### src/particle_euler_integrator_unit_assert.svh
// Assertion macros shared by the particle integrator modules.
`ifndef PARTICLE_EULER_INTEGRATOR_UNIT_ASSERT_SVH
`define PARTICLE_EULER_INTEGRATOR_UNIT_ASSERT_SVH

`ifndef SYNTHESIS
// Same-cycle implication, checked at every rising clock edge outside reset.
`define PEI_ASSERT_IMPL(lbl, ante, cons) \
	lbl: assert property (@(posedge clk) disable iff (!arst_n) (ante) |-> (cons)) \
		else $error("pei assertion failed");
// Next-cycle implication, checked at every rising clock edge outside reset.
`define PEI_ASSERT_NEXT(lbl, ante, cons) \
	lbl: assert property (@(posedge clk) disable iff (!arst_n) (ante) |=> (cons)) \
		else $error("pei assertion failed");
`else
`define PEI_ASSERT_IMPL(lbl, ante, cons)
`define PEI_ASSERT_NEXT(lbl, ante, cons)
`endif

`endif

### src/pei_pkg.sv
// Package with control word types, codes and the microprogram of the integrator.
package pei_pkg;

	// Fixed formats.
	localparam int FRAC_BITS = 16;
	localparam int DAMP_BITS = 17;
	localparam logic [DAMP_BITS-1:0] ONE_Q16 = 17'h10000;

	// Configuration register indexes.
	localparam int CFG_IDX_BITS = 3;
	localparam logic [CFG_IDX_BITS-1:0] REG_INV_MASS = 3'd0;
	localparam logic [CFG_IDX_BITS-1:0] REG_DAMPING  = 3'd1;
	localparam logic [CFG_IDX_BITS-1:0] REG_ACCEL_X  = 3'd2;
	localparam logic [CFG_IDX_BITS-1:0] REG_ACCEL_Y  = 3'd3;
	localparam logic [CFG_IDX_BITS-1:0] REG_ACCEL_Z  = 3'd4;

	// Program addresses.
	localparam int PC_BITS = 4;
	localparam logic [PC_BITS-1:0] PC_WAIT    = 4'd0;
	localparam logic [PC_BITS-1:0] PC_SQR     = 4'd1;
	localparam logic [PC_BITS-1:0] PC_DMUL    = 4'd2;
	localparam logic [PC_BITS-1:0] PC_POS_MUL = 4'd3;
	localparam logic [PC_BITS-1:0] PC_POS_ADD = 4'd4;
	localparam logic [PC_BITS-1:0] PC_ACC_MUL = 4'd5;
	localparam logic [PC_BITS-1:0] PC_ACC_ADD = 4'd6;
	localparam logic [PC_BITS-1:0] PC_VEL_MUL = 4'd7;
	localparam logic [PC_BITS-1:0] PC_VEL_ADD = 4'd8;
	localparam logic [PC_BITS-1:0] PC_DAMP    = 4'd9;
	localparam logic [PC_BITS-1:0] PC_OUT     = 4'd10;

	// Operation codes.
	localparam logic [1:0] OP_WAIT = 2'd0;
	localparam logic [1:0] OP_MUL  = 2'd1;
	localparam logic [1:0] OP_ALU  = 2'd2;
	localparam logic [1:0] OP_OUT  = 2'd3;

	// Multiplier operand selects.
	localparam logic [1:0] A_VEL   = 2'd0;
	localparam logic [1:0] A_FORCE = 2'd1;
	localparam logic [1:0] A_ACC   = 2'd2;
	localparam logic [1:0] A_P     = 2'd3;
	localparam logic [1:0] B_T     = 2'd0;
	localparam logic [1:0] B_IM    = 2'd1;
	localparam logic [1:0] B_P     = 2'd2;
	localparam logic [1:0] B_D     = 2'd3;

	// Destinations.
	localparam logic [2:0] DST_NONE = 3'd0;
	localparam logic [2:0] DST_MR   = 3'd1;
	localparam logic [2:0] DST_P    = 3'd2;
	localparam logic [2:0] DST_VEL  = 3'd3;
	localparam logic [2:0] DST_POS  = 3'd4;
	localparam logic [2:0] DST_ACC  = 3'd5;

	// Step conditions.
	localparam logic COND_ALWAYS = 1'b0;
	localparam logic COND_TBIT   = 1'b1;

	// Branch kinds.
	localparam logic [2:0] BR_NONE      = 3'd0;
	localparam logic [2:0] BR_SKIP      = 3'd1;
	localparam logic [2:0] BR_LOOP_BIT  = 3'd2;
	localparam logic [2:0] BR_LOOP_COMP = 3'd3;
	localparam logic [2:0] BR_GOTO      = 3'd4;

	typedef struct packed {
		logic [1:0]         op;
		logic [1:0]         asel;
		logic [1:0]         bsel;
		logic               sh16;
		logic [2:0]         dst;
		logic               cond;
		logic [2:0]         br;
		logic [PC_BITS-1:0] target;
	} ctrl_t;

	// Conditions reported by the datapath to the sequencer.
	typedef struct packed {
		logic in_valid;
		logic skip;
		logic tbit;
		logic bit_last;
		logic comp_last;
		logic mul_done;
		logic out_free;
	} seq_stat_t;

	// Strobes from the sequencer to the datapath.
	typedef struct packed {
		ctrl_t cw;
		logic  in_ready;
		logic  mul_start;
		logic  wr;
		logic  bit_dec;
		logic  comp_inc;
	} seq_ctl_t;

	// Microprogram ROM: one control word per step.
	function automatic ctrl_t ucode(input logic [PC_BITS-1:0] pc);
		ctrl_t w;
		w = '{op: OP_ALU, asel: A_VEL, bsel: B_T, sh16: 1'b0, dst: DST_NONE,
			cond: COND_ALWAYS, br: BR_NONE, target: PC_WAIT};
		case (pc)
			PC_WAIT: begin
				w.op = OP_WAIT;
				w.br = BR_SKIP;
				w.target = PC_OUT;
			end
			PC_SQR: begin
				w.op = OP_MUL;
				w.asel = A_P;
				w.bsel = B_P;
				w.sh16 = 1'b1;
				w.dst = DST_P;
			end
			PC_DMUL: begin
				w.op = OP_MUL;
				w.asel = A_P;
				w.bsel = B_D;
				w.sh16 = 1'b1;
				w.dst = DST_P;
				w.cond = COND_TBIT;
				w.br = BR_LOOP_BIT;
				w.target = PC_SQR;
			end
			PC_POS_MUL: begin
				w.op = OP_MUL;
				w.asel = A_VEL;
				w.bsel = B_T;
				w.dst = DST_MR;
			end
			PC_POS_ADD: begin
				w.dst = DST_POS;
			end
			PC_ACC_MUL: begin
				w.op = OP_MUL;
				w.asel = A_FORCE;
				w.bsel = B_IM;
				w.sh16 = 1'b1;
				w.dst = DST_MR;
			end
			PC_ACC_ADD: begin
				w.dst = DST_ACC;
			end
			PC_VEL_MUL: begin
				w.op = OP_MUL;
				w.asel = A_ACC;
				w.bsel = B_T;
				w.dst = DST_MR;
			end
			PC_VEL_ADD: begin
				w.dst = DST_VEL;
			end
			PC_DAMP: begin
				w.op = OP_MUL;
				w.asel = A_VEL;
				w.bsel = B_P;
				w.sh16 = 1'b1;
				w.dst = DST_VEL;
				w.br = BR_LOOP_COMP;
				w.target = PC_POS_MUL;
			end
			PC_OUT: begin
				w.op = OP_OUT;
				w.br = BR_GOTO;
				w.target = PC_WAIT;
			end
			default: begin
				w.br = BR_GOTO;
			end
		endcase
		return w;
	endfunction

endpackage

### src/pei_mul.sv
// Shared unsigned multiplier that builds the product from limb products over cycles.
`include "particle_euler_integrator_unit_assert.svh"

module pei_mul import pei_pkg::*; #(
	parameter int A_BITS = 32,
	parameter int B_BITS = 32
) (
	input  logic                     clk,
	input  logic                     arst_n,
	input  logic                     start,
	input  logic [A_BITS-1:0]        a,
	input  logic [B_BITS-1:0]        b,
	output logic                     done,
	output logic [A_BITS+B_BITS-1:0] prod
);

	localparam int LA  = (A_BITS + 31) / 32;
	localparam int LB  = (B_BITS + 31) / 32;
	localparam int LWA = (A_BITS + LA - 1) / LA;
	localparam int LWB = (B_BITS + LB - 1) / LB;
	localparam int PWM = LA * LWA + LB * LWB;
	localparam int IAW = (LA > 1) ? $clog2(LA) : 1;
	localparam int IBW = (LB > 1) ? $clog2(LB) : 1;

	logic [LA*LWA-1:0]    a_pad;
	logic [LB*LWB-1:0]    b_pad;
	logic [LWA-1:0]       a_limb;
	logic [LWB-1:0]       b_limb;
	logic [LWA+LWB-1:0]   pp;
	logic [PWM-1:0]       term;
	logic                 last;
	logic                 busy_q;
	logic                 done_q;
	logic [IAW-1:0]       ia_q;
	logic [IBW-1:0]       ib_q;
	logic [PWM-1:0]       acc_q;

	// One limb product per cycle, placed at its weight.
	assign a_pad  = (LA * LWA)'(a);
	assign b_pad  = (LB * LWB)'(b);
	assign a_limb = a_pad[ia_q * LWA +: LWA];
	assign b_limb = b_pad[ib_q * LWB +: LWB];
	assign pp     = a_limb * b_limb;
	assign term   = PWM'(pp) << (LWA * int'(ia_q) + LWB * int'(ib_q));
	assign last   = (ia_q == IAW'(LA - 1)) && (ib_q == IBW'(LB - 1));

	// Limb counters and completion flag.
	always_ff @(posedge clk or negedge arst_n) begin
		if (!arst_n) begin
			busy_q <= 1'b0;
			done_q <= 1'b0;
			ia_q   <= '0;
			ib_q   <= '0;
		end else begin
			done_q <= 1'b0;
			if (start || busy_q) begin
				if (last) begin
					busy_q <= 1'b0;
					done_q <= 1'b1;
					ia_q   <= '0;
					ib_q   <= '0;
				end else begin
					busy_q <= 1'b1;
					if (ib_q == IBW'(LB - 1)) begin
						ib_q <= '0;
						ia_q <= ia_q + 1'b1;
					end else begin
						ib_q <= ib_q + 1'b1;
					end
				end
			end
		end
	end

	// Product accumulator.
	always_ff @(posedge clk) begin
		if (start) begin
			acc_q <= term;
		end else if (busy_q) begin
			acc_q <= acc_q + term;
		end
	end

	assign done = done_q;
	assign prod = acc_q[A_BITS+B_BITS-1:0];

	`PEI_ASSERT_IMPL(a_mul_no_overlap, start, !busy_q)
	`PEI_ASSERT_IMPL(a_mul_done_src, done_q, $past(start || busy_q))

endmodule

### src/pei_seq.sv
// Microprogram sequencer: step counter, control word fetch and conditional jumps.
`include "particle_euler_integrator_unit_assert.svh"

module pei_seq import pei_pkg::*; (
	input  logic      clk,
	input  logic      arst_n,
	input  seq_stat_t stat,
	output seq_ctl_t  ctl
);

	logic [PC_BITS-1:0] pc_q;
	logic [PC_BITS-1:0] pc_next;
	logic               mwait_q;
	logic               run;
	logic               fin;
	ctrl_t              cw;

	// Decode the current step and decide whether it completes.
	always_comb begin
		cw            = ucode(pc_q);
		run           = !((cw.cond == COND_TBIT) && !stat.tbit);
		fin           = 1'b0;
		ctl.cw        = cw;
		ctl.in_ready  = (cw.op == OP_WAIT);
		ctl.mul_start = 1'b0;
		ctl.wr        = 1'b0;
		ctl.bit_dec   = 1'b0;
		ctl.comp_inc  = 1'b0;
		case (cw.op)
			OP_WAIT: begin
				fin    = stat.in_valid;
				ctl.wr = stat.in_valid;
			end
			OP_MUL: begin
				if (!run) begin
					fin = 1'b1;
				end else if (!mwait_q) begin
					ctl.mul_start = 1'b1;
				end else if (stat.mul_done) begin
					fin    = 1'b1;
					ctl.wr = 1'b1;
				end
			end
			OP_ALU: begin
				fin    = 1'b1;
				ctl.wr = 1'b1;
			end
			OP_OUT: begin
				fin    = stat.out_free;
				ctl.wr = stat.out_free;
			end
			default: begin
				fin = 1'b1;
			end
		endcase

		// Next step address.
		pc_next = pc_q + 1'b1;
		case (cw.br)
			BR_NONE: begin
				pc_next = pc_q + 1'b1;
			end
			BR_SKIP: begin
				if (stat.skip) begin
					pc_next = cw.target;
				end
			end
			BR_LOOP_BIT: begin
				if (!stat.bit_last) begin
					pc_next     = cw.target;
					ctl.bit_dec = fin;
				end
			end
			BR_LOOP_COMP: begin
				if (!stat.comp_last) begin
					pc_next      = cw.target;
					ctl.comp_inc = fin;
				end
			end
			BR_GOTO: begin
				pc_next = cw.target;
			end
			default: begin
				pc_next = PC_WAIT;
			end
		endcase
	end

	// Step counter and multiplier wait flag.
	always_ff @(posedge clk or negedge arst_n) begin
		if (!arst_n) begin
			pc_q    <= PC_WAIT;
			mwait_q <= 1'b0;
		end else begin
			if (fin) begin
				pc_q <= pc_next;
			end
			if (ctl.mul_start) begin
				mwait_q <= 1'b1;
			end else if (fin) begin
				mwait_q <= 1'b0;
			end
		end
	end

	`PEI_ASSERT_IMPL(a_pc_range, 1'b1, pc_q <= PC_OUT)
	`PEI_ASSERT_IMPL(a_mul_wr_done, ctl.wr && (cw.op == OP_MUL), stat.mul_done)

endmodule

### src/particle_euler_integrator_unit.sv
// Each multiply runs on the one shared multiplier. A damping step skips its multiply by the
// damping factor when the time bit is clear; an item with zero inverse mass goes straight to
// the output step. One item is processed at a time; the result register lets the next item
// enter while a result waits. Asynchronous reset clears position, velocity and the
// configuration registers to their defaults; no clearing pass is needed.
`include "particle_euler_integrator_unit_assert.svh"

module particle_euler_integrator_unit import pei_pkg::*; #(
	parameter int WORD_BITS = 32,
	parameter int TIME_BITS = 16
) (
	input  logic                  clk,
	input  logic                  arst_n,
	// Input items.
	input  logic                  s_tvalid,
	output logic                  s_tready,
	// Fields from bit 0: elapsed_ticks, force_x, force_y, force_z, zero fill.
	input  logic [((TIME_BITS + 3 * WORD_BITS + 7) / 8) * 8 - 1:0] s_tdata,
	// Result items.
	output logic                  m_tvalid,
	input  logic                  m_tready,
	// Fields from bit 0: pos_x, pos_y, pos_z, vel_x, vel_y, vel_z, zero fill.
	output logic [((6 * WORD_BITS + 7) / 8) * 8 - 1:0] m_tdata,
	// Fields from bit 0: skipped.
	output logic                  m_tuser,
	// Configuration writes.
	input  logic                  cfg_valid,
	output logic                  cfg_ready,
	input  logic [CFG_IDX_BITS-1:0] cfg_index,
	input  logic [((WORD_BITS > DAMP_BITS) ? WORD_BITS : DAMP_BITS) - 1:0] cfg_data
);

	localparam int W        = WORD_BITS;
	localparam int TB       = TIME_BITS;
	localparam int OUT_BITS = ((6 * W + 7) / 8) * 8;
	localparam int IMW      = (W - 1 > DAMP_BITS) ? W - 1 : DAMP_BITS;
	localparam int AW       = (W > DAMP_BITS) ? W : DAMP_BITS;
	localparam int BW0      = (IMW > TB) ? IMW : TB;
	localparam int BW       = BW0;
	localparam int PWP      = AW + BW;
	localparam int TBW      = (TB > 1) ? $clog2(TB) : 1;
	localparam logic signed [W-1:0] WMAX = {1'b0, {(W - 1){1'b1}}};
	localparam logic signed [W-1:0] WMIN = {1'b1, {(W - 1){1'b0}}};
	localparam logic [PWP:0] RND_BIAS = {{(PWP + 1 - FRAC_BITS){1'b0}}, {FRAC_BITS{1'b1}}};

	// Configuration registers.
	logic [IMW-1:0]          inv_mass_q;
	logic [DAMP_BITS-1:0]    damp_q;
	logic signed [W-1:0]     accel_q [3];

	// Particle state and working registers.
	logic signed [W-1:0]     pos_q [3];
	logic signed [W-1:0]     vel_q [3];
	logic signed [W-1:0]     force_q [3];
	logic [TB-1:0]           t_q;
	logic [DAMP_BITS-1:0]    p_q;
	logic signed [W-1:0]     acc_q;
	logic signed [W-1:0]     mr_q;
	logic                    skip_q;
	logic [TBW-1:0]          bit_q;
	logic [1:0]              comp_q;

	// Result register.
	logic                    out_valid_q;
	logic [6*W-1:0]          out_data_q;
	logic                    out_skip_q;

	seq_stat_t               stat;
	seq_ctl_t                ctl;
	logic [DAMP_BITS-1:0]    d_clamp;
	logic signed [W-1:0]     a_s;
	logic [W-1:0]            a_mag_w;
	logic                    a_neg;
	logic [AW-1:0]           a_mag;
	logic [BW-1:0]           b_mag;
	logic                    mul_done;
	logic [PWP-1:0]          prod;
	logic [PWP:0]            rnd;
	logic [PWP:0]            q;
	logic                    over;
	logic signed [W-1:0]     mul_res;
	logic [TB-1:0]           t_in;
	logic signed [W-1:0]     force_in [3];

	function automatic logic signed [W-1:0] sat_add(input logic signed [W-1:0] x,
			input logic signed [W-1:0] y);
		logic signed [W:0] s;
		s = {x[W-1], x} + {y[W-1], y};
		if (s[W] != s[W-1]) begin
			return s[W] ? WMIN : WMAX;
		end
		return s[W-1:0];
	endfunction

	// Input item fields.
	assign t_in = s_tdata[TB-1:0];
	always_comb begin
		for (int k = 0; k < 3; k++) begin
			force_in[k] = s_tdata[TB + k * W +: W];
		end
	end

	// Sequencer conditions.
	always_comb begin
		stat.in_valid  = s_tvalid;
		stat.skip      = (inv_mass_q == '0);
		stat.tbit      = t_q[bit_q];
		stat.bit_last  = (bit_q == '0);
		stat.comp_last = (comp_q == 2'd2);
		stat.mul_done  = mul_done;
		stat.out_free  = !out_valid_q || m_tready;
	end

	pei_seq u_seq (
		.clk    (clk),
		.arst_n (arst_n),
		.stat   (stat),
		.ctl    (ctl)
	);

	// Multiplier operands as sign and magnitude.
	assign d_clamp = (damp_q > ONE_Q16) ? ONE_Q16 : damp_q;
	always_comb begin
		case (ctl.cw.asel)
			A_VEL:   a_s = vel_q[comp_q];
			A_FORCE: a_s = force_q[comp_q];
			A_ACC:   a_s = acc_q;
			default: a_s = '0;
		endcase
		a_neg   = (ctl.cw.asel != A_P) && a_s[W-1];
		a_mag_w = a_neg ? W'(-a_s) : W'(a_s);
		a_mag   = (ctl.cw.asel == A_P) ? AW'(p_q) : AW'(a_mag_w);
		case (ctl.cw.bsel)
			B_T:     b_mag = BW'(t_q);
			B_IM:    b_mag = BW'(inv_mass_q);
			B_P:     b_mag = BW'(p_q);
			default: b_mag = BW'(d_clamp);
		endcase
	end

	pei_mul #(
		.A_BITS (AW),
		.B_BITS (BW)
	) u_mul (
		.clk    (clk),
		.arst_n (arst_n),
		.start  (ctl.mul_start),
		.a      (a_mag),
		.b      (b_mag),
		.done   (mul_done),
		.prod   (prod)
	);

	// Floor toward minus infinity, scale and clamp to the word range.
	always_comb begin
		rnd     = {1'b0, prod} + ((a_neg && ctl.cw.sh16) ? RND_BIAS : '0);
		q       = ctl.cw.sh16 ? (rnd >> FRAC_BITS) : rnd;
		over    = |q[PWP:W-1];
		if (over) begin
			mul_res = a_neg ? WMIN : WMAX;
		end else begin
			mul_res = a_neg ? W'(-q[W-1:0]) : W'(q[W-1:0]);
		end
	end

	// Configuration, particle state and loop counters.
	always_ff @(posedge clk or negedge arst_n) begin
		if (!arst_n) begin
			inv_mass_q  <= IMW'(ONE_Q16);
			damp_q      <= ONE_Q16;
			out_valid_q <= 1'b0;
			bit_q       <= '0;
			comp_q      <= '0;
			for (int k = 0; k < 3; k++) begin
				accel_q[k] <= '0;
				pos_q[k]   <= '0;
				vel_q[k]   <= '0;
			end
		end else begin
			if (cfg_valid) begin
				case (cfg_index)
					REG_INV_MASS: inv_mass_q <= IMW'(cfg_data[W-2:0]);
					REG_DAMPING:  damp_q     <= cfg_data[DAMP_BITS-1:0];
					REG_ACCEL_X:  accel_q[0] <= cfg_data[W-1:0];
					REG_ACCEL_Y:  accel_q[1] <= cfg_data[W-1:0];
					REG_ACCEL_Z:  accel_q[2] <= cfg_data[W-1:0];
					default: begin
					end
				endcase
			end
			if (ctl.wr && (ctl.cw.op == OP_WAIT)) begin
				bit_q  <= TBW'(TB - 1);
				comp_q <= '0;
			end
			if (ctl.bit_dec) begin
				bit_q <= bit_q - 1'b1;
			end
			if (ctl.comp_inc) begin
				comp_q <= comp_q + 1'b1;
			end
			if (ctl.wr && (ctl.cw.op == OP_MUL) && (ctl.cw.dst == DST_VEL)) begin
				vel_q[comp_q] <= mul_res;
			end
			if (ctl.wr && (ctl.cw.op == OP_ALU)) begin
				case (ctl.cw.dst)
					DST_POS: pos_q[comp_q] <= sat_add(pos_q[comp_q], mr_q);
					DST_VEL: vel_q[comp_q] <= sat_add(vel_q[comp_q], mr_q);
					default: begin
					end
				endcase
			end
			if (ctl.wr && (ctl.cw.op == OP_OUT)) begin
				out_valid_q <= 1'b1;
			end else if (m_tready) begin
				out_valid_q <= 1'b0;
			end
		end
	end

	// Working values and the result payload.
	always_ff @(posedge clk) begin
		if (ctl.wr) begin
			case (ctl.cw.op)
				OP_WAIT: begin
					t_q    <= t_in;
					skip_q <= stat.skip;
					p_q    <= ONE_Q16;
					for (int k = 0; k < 3; k++) begin
						force_q[k] <= force_in[k];
					end
				end
				OP_MUL: begin
					if (ctl.cw.dst == DST_MR) begin
						mr_q <= mul_res;
					end
					if (ctl.cw.dst == DST_P) begin
						p_q <= prod[FRAC_BITS +: DAMP_BITS];
					end
				end
				OP_ALU: begin
					if (ctl.cw.dst == DST_ACC) begin
						acc_q <= sat_add(accel_q[comp_q], mr_q);
					end
				end
				OP_OUT: begin
					out_data_q <= {vel_q[2], vel_q[1], vel_q[0], pos_q[2], pos_q[1], pos_q[0]};
					out_skip_q <= skip_q;
				end
				default: begin
				end
			endcase
		end
	end

	assign s_tready  = ctl.in_ready;
	assign cfg_ready = 1'b1;
	assign m_tvalid  = out_valid_q;
	assign m_tdata   = OUT_BITS'(out_data_q);
	assign m_tuser   = out_skip_q;

	`PEI_ASSERT_NEXT(a_skip_to_out, s_tvalid && s_tready && (inv_mass_q == '0), ctl.cw.op == OP_OUT)

endmodule
### config.mk
export PLATFORM = sky130hd
export DESIGN_NAME = particle_euler_integrator_unit
export DESIGN_NICKNAME = d
export VERILOG_FILES = /design/src/pei_pkg.sv /design/src/pei_mul.sv /design/src/pei_seq.sv /design/src/particle_euler_integrator_unit.sv
export VERILOG_INCLUDE_DIRS = /design/src /design/src/src
export SDC_FILE = /design/constraint.sdc
export NUM_CORES = 2
export LEC_CHECK = 0
export BUFFER_PORTS_ARGS = -buffer_cell sky130_fd_sc_hd__buf_2
export CORE_MARGIN = 3
export CORE_UTILIZATION = 60
export CTS_CLUSTER_SIZE = 30
export DETAILED_ROUTE_END_ITERATION = 10
export PLACE_DENSITY_LB_ADDON = 0.08
export SLEW_MARGIN = 20
export SYNTH_ARGS = -nofsm -noshare
export SYNTH_HDL_FRONTEND = slang
export SYNTH_SLANG_ARGS = --single-unit
### constraint.sdc
create_clock -name clk -period 16.2 [get_ports clk]
set_clock_uncertainty 0.15 [all_clocks]
set_input_delay 1.62 -clock clk [delete_from_list [all_inputs] [get_ports clk]]
set_output_delay 1.62 -clock clk [all_outputs]
set_load 0.05 [all_outputs]
==> impl_metrics.ini <==
[run_status]
status = finished, final reports clean

[finish]
num-fill-cells = 10200
final_layout_size_suffix_gt1_frac = 0.108
area_growth_pct = 8.31
final_core_util = 0.659
num-nets-final = 9724

[worst_setup_path]
crit_required_ns = 16.52
critPathTopFamily = adder cells
r2r_end = u_mul.prod[61]
crit_fanout = 34
r2r_cells = 49
cp.depth = 49
critPathCaptureType = flip-flop
crit_slowest_cell = dfrtp_4
endpoint = u_mul.prod[61]
start_kind = flip-flop
r2r-start = comp_q[0]
criticalPathCategory = flip-flop to flip-flop
worstSetupStartpoint = comp_q[0]
slowest_delay_ns = 0.86
rrSetupSlack_ns = 1.05
path_common_cell = fa_1
cp_num_buf_inv = 5
arrival_ns = 15.47

[sta]
slew_headroom = 0.165
period_minus_slack_ns = 15.15
rsz0062_at_grt = false
fmax_ghz = 0.0660
setup_violations = 0
maxSlewViolCount = 0
hold_viol = 0
worst_pin_slew_ns = 1.24
finalCritPeriodShare = 0.935
fin_setup_tns_ns = 0

[cts]
cts_buffer_depth = 3
cts_root_buffer = clkbuf_16
hold_buffers = 0
cts_tree = done
cts_resized = 0
post_cts_buffers = 0
htreeDepth = 3
clk_latency_ns = 0.72
clkTransAtPathRegs_ns = 0.06
cts_made_buffers = 86
numClockSinks = 799

[detailed_routing]
drt_wl_total_um = 274000
via_count = 63700
vias_per_cell = 6.38
wl_per_cell_um = 27.4
drt_iter0_drc = 7707
ant_nets = 0
first_pass_iters = 9
post-route-drc-count = 0

[logic_synthesis]
ys.warnings.count = 0
yosys-top-cells-count = nand2_1, inv_1, fa_1
yosys_register_bits = 799
syn_area_um2 = 77000
synth_nets = 9579
syn_inst = 8110
seq_area_frac_synth = 0.289
synth_top_area_cell = fa_1
yosysMostFrequentCell = nand2_1
syn_area_per_cell_um2 = 9.49
synth_edf_count = 450
netlist.area_leader.share = 0.227
synth_area_leaders = fa_1, edfxtp_1, dfrtp_1, ha_1, nand2_1
synth_flop_cell = edfxtp_1
synth_cell_types = 104
async_reset_ff_frac = 0.437

[place]
globalplace.congestion = 1.04
io_buffer_count = 346
hpwl_um = 214000

[global_route]
grt_max_degree = 178
top_usage_layer = met2
met3_usage = 0.139
track_usage = 0.414
grt_pass1_wl_um = 406000
antenna_found_initial = 20
grt_pass1_vias = 63200
met2_usage = 0.595
grt-ovfl-total = 0
met1_usage = 0.573

[hold_path]
hp-class = flip-flop to flip-flop
hold_path_depth = 0

[die]
io_pins = 348
num_rows = 130
die_h_um = 364
fp.coreArea_um2 = 127000
initial_core_util = 0.608
die_x_um = 364
dieArea_um2 = 133000

[job]
maxCapViolCount = 0
cell families (layout without fill, tap and decap cells):
family / after synthesis / count (layout) / synth area share
adder cells (fa/ha/maj): 1334 / 1334 / 0.301
XOR/XNOR: 273 / 273 / 0.0312
other: 1 / 11 / 0.0000487
multiplexers: 314 / 314 / 0.0444
AND/OR/NAND/NOR: 2492 / 2492 / 0.142
AO/OA/AOI/OAI: 1523 / 1523 / 0.124
flip-flops: 799 / 799 / 0.289
buffers and inverters: 1374 / 1592 / 0.0681
how the worst min path moves through the flow:
stage / start / slack, ns / to
after floorplan: skip_q / 0.25 / m_tuser
after global placement: skip_q / 0.30 / m_tuser
after detailed placement: skip_q / 0.28 / m_tuser
after CTS: skip_q / 0.29 / m_tuser
after global routing: skip_q / 0.32 / m_tuser
final: skip_q / 0.29 / m_tuser
registers in the layout, indices dropped and copies added (netlist names), 2 cells and up:
signal / flops
m_tdata: 192
accel_q: 96
force_q: 96
pos_q: 96
vel_q: 96
u_mul.prod: 63
acc_q: 32
mr_q: 32
inv_mass_q: 31
damp_q: 17
p_q: 17
t_q: 16
bit_q: 4
u_seq.pc_q: 4
comp_q: 2
per-stage QoR:
step	std cells	area (um2)	worst slack, ns	hold slack (ns)
after global placement	9817	80300	1.48	0.299
after detailed placement	9817	80300	1.23	0.276
after global routing	9983	83300	0.123	0.319
after floorplan	8110	77000	3.37	0.250
final	9988	83300	1.05	0.294
after CTS	9978	83300	1.22	0.290
per-layer routing:
metal	wire (um)	vias up
li1	-	27400
met1	109000	31700
met2	115000	3968
met3	36300	658
met4	14300	22
met5	252	-
cells in the final DEF, fill, tap and decap left out, types with 168 or more instances in the layout:
| cell type | instances |
|---|---|
| a21o_1 | 182 |
| buf_2 | 345 |
| o21ai_0 | 432 |
| a21oi_1 | 388 |
| nor2_1 | 761 |
| nand2_1 | 1082 |
| mux2_2 | 168 |
| dfrtp_1 | 345 |
| edfxtp_1 | 450 |
| inv_1 | 939 |
| fa_1 | 871 |
| ha_1 | 446 |
cell type report:
type	count	area, um2	share of cell area
multi-input cells	5937	49700	0.596
well taps	1650	2060	0.0248
inverters	942	3540	0.0425
clock inverters	52	627	0.00752
repair buffers	489	2830	0.0339
clock buffers	109	2340	0.0281
diodes	10	25.0	0.000300
flip-flops and latches	799	22300	0.267
Power is left out: the tool's default activity adds up to more than one toggle a clock period on the data nets, which glitch-free logic cannot reach.
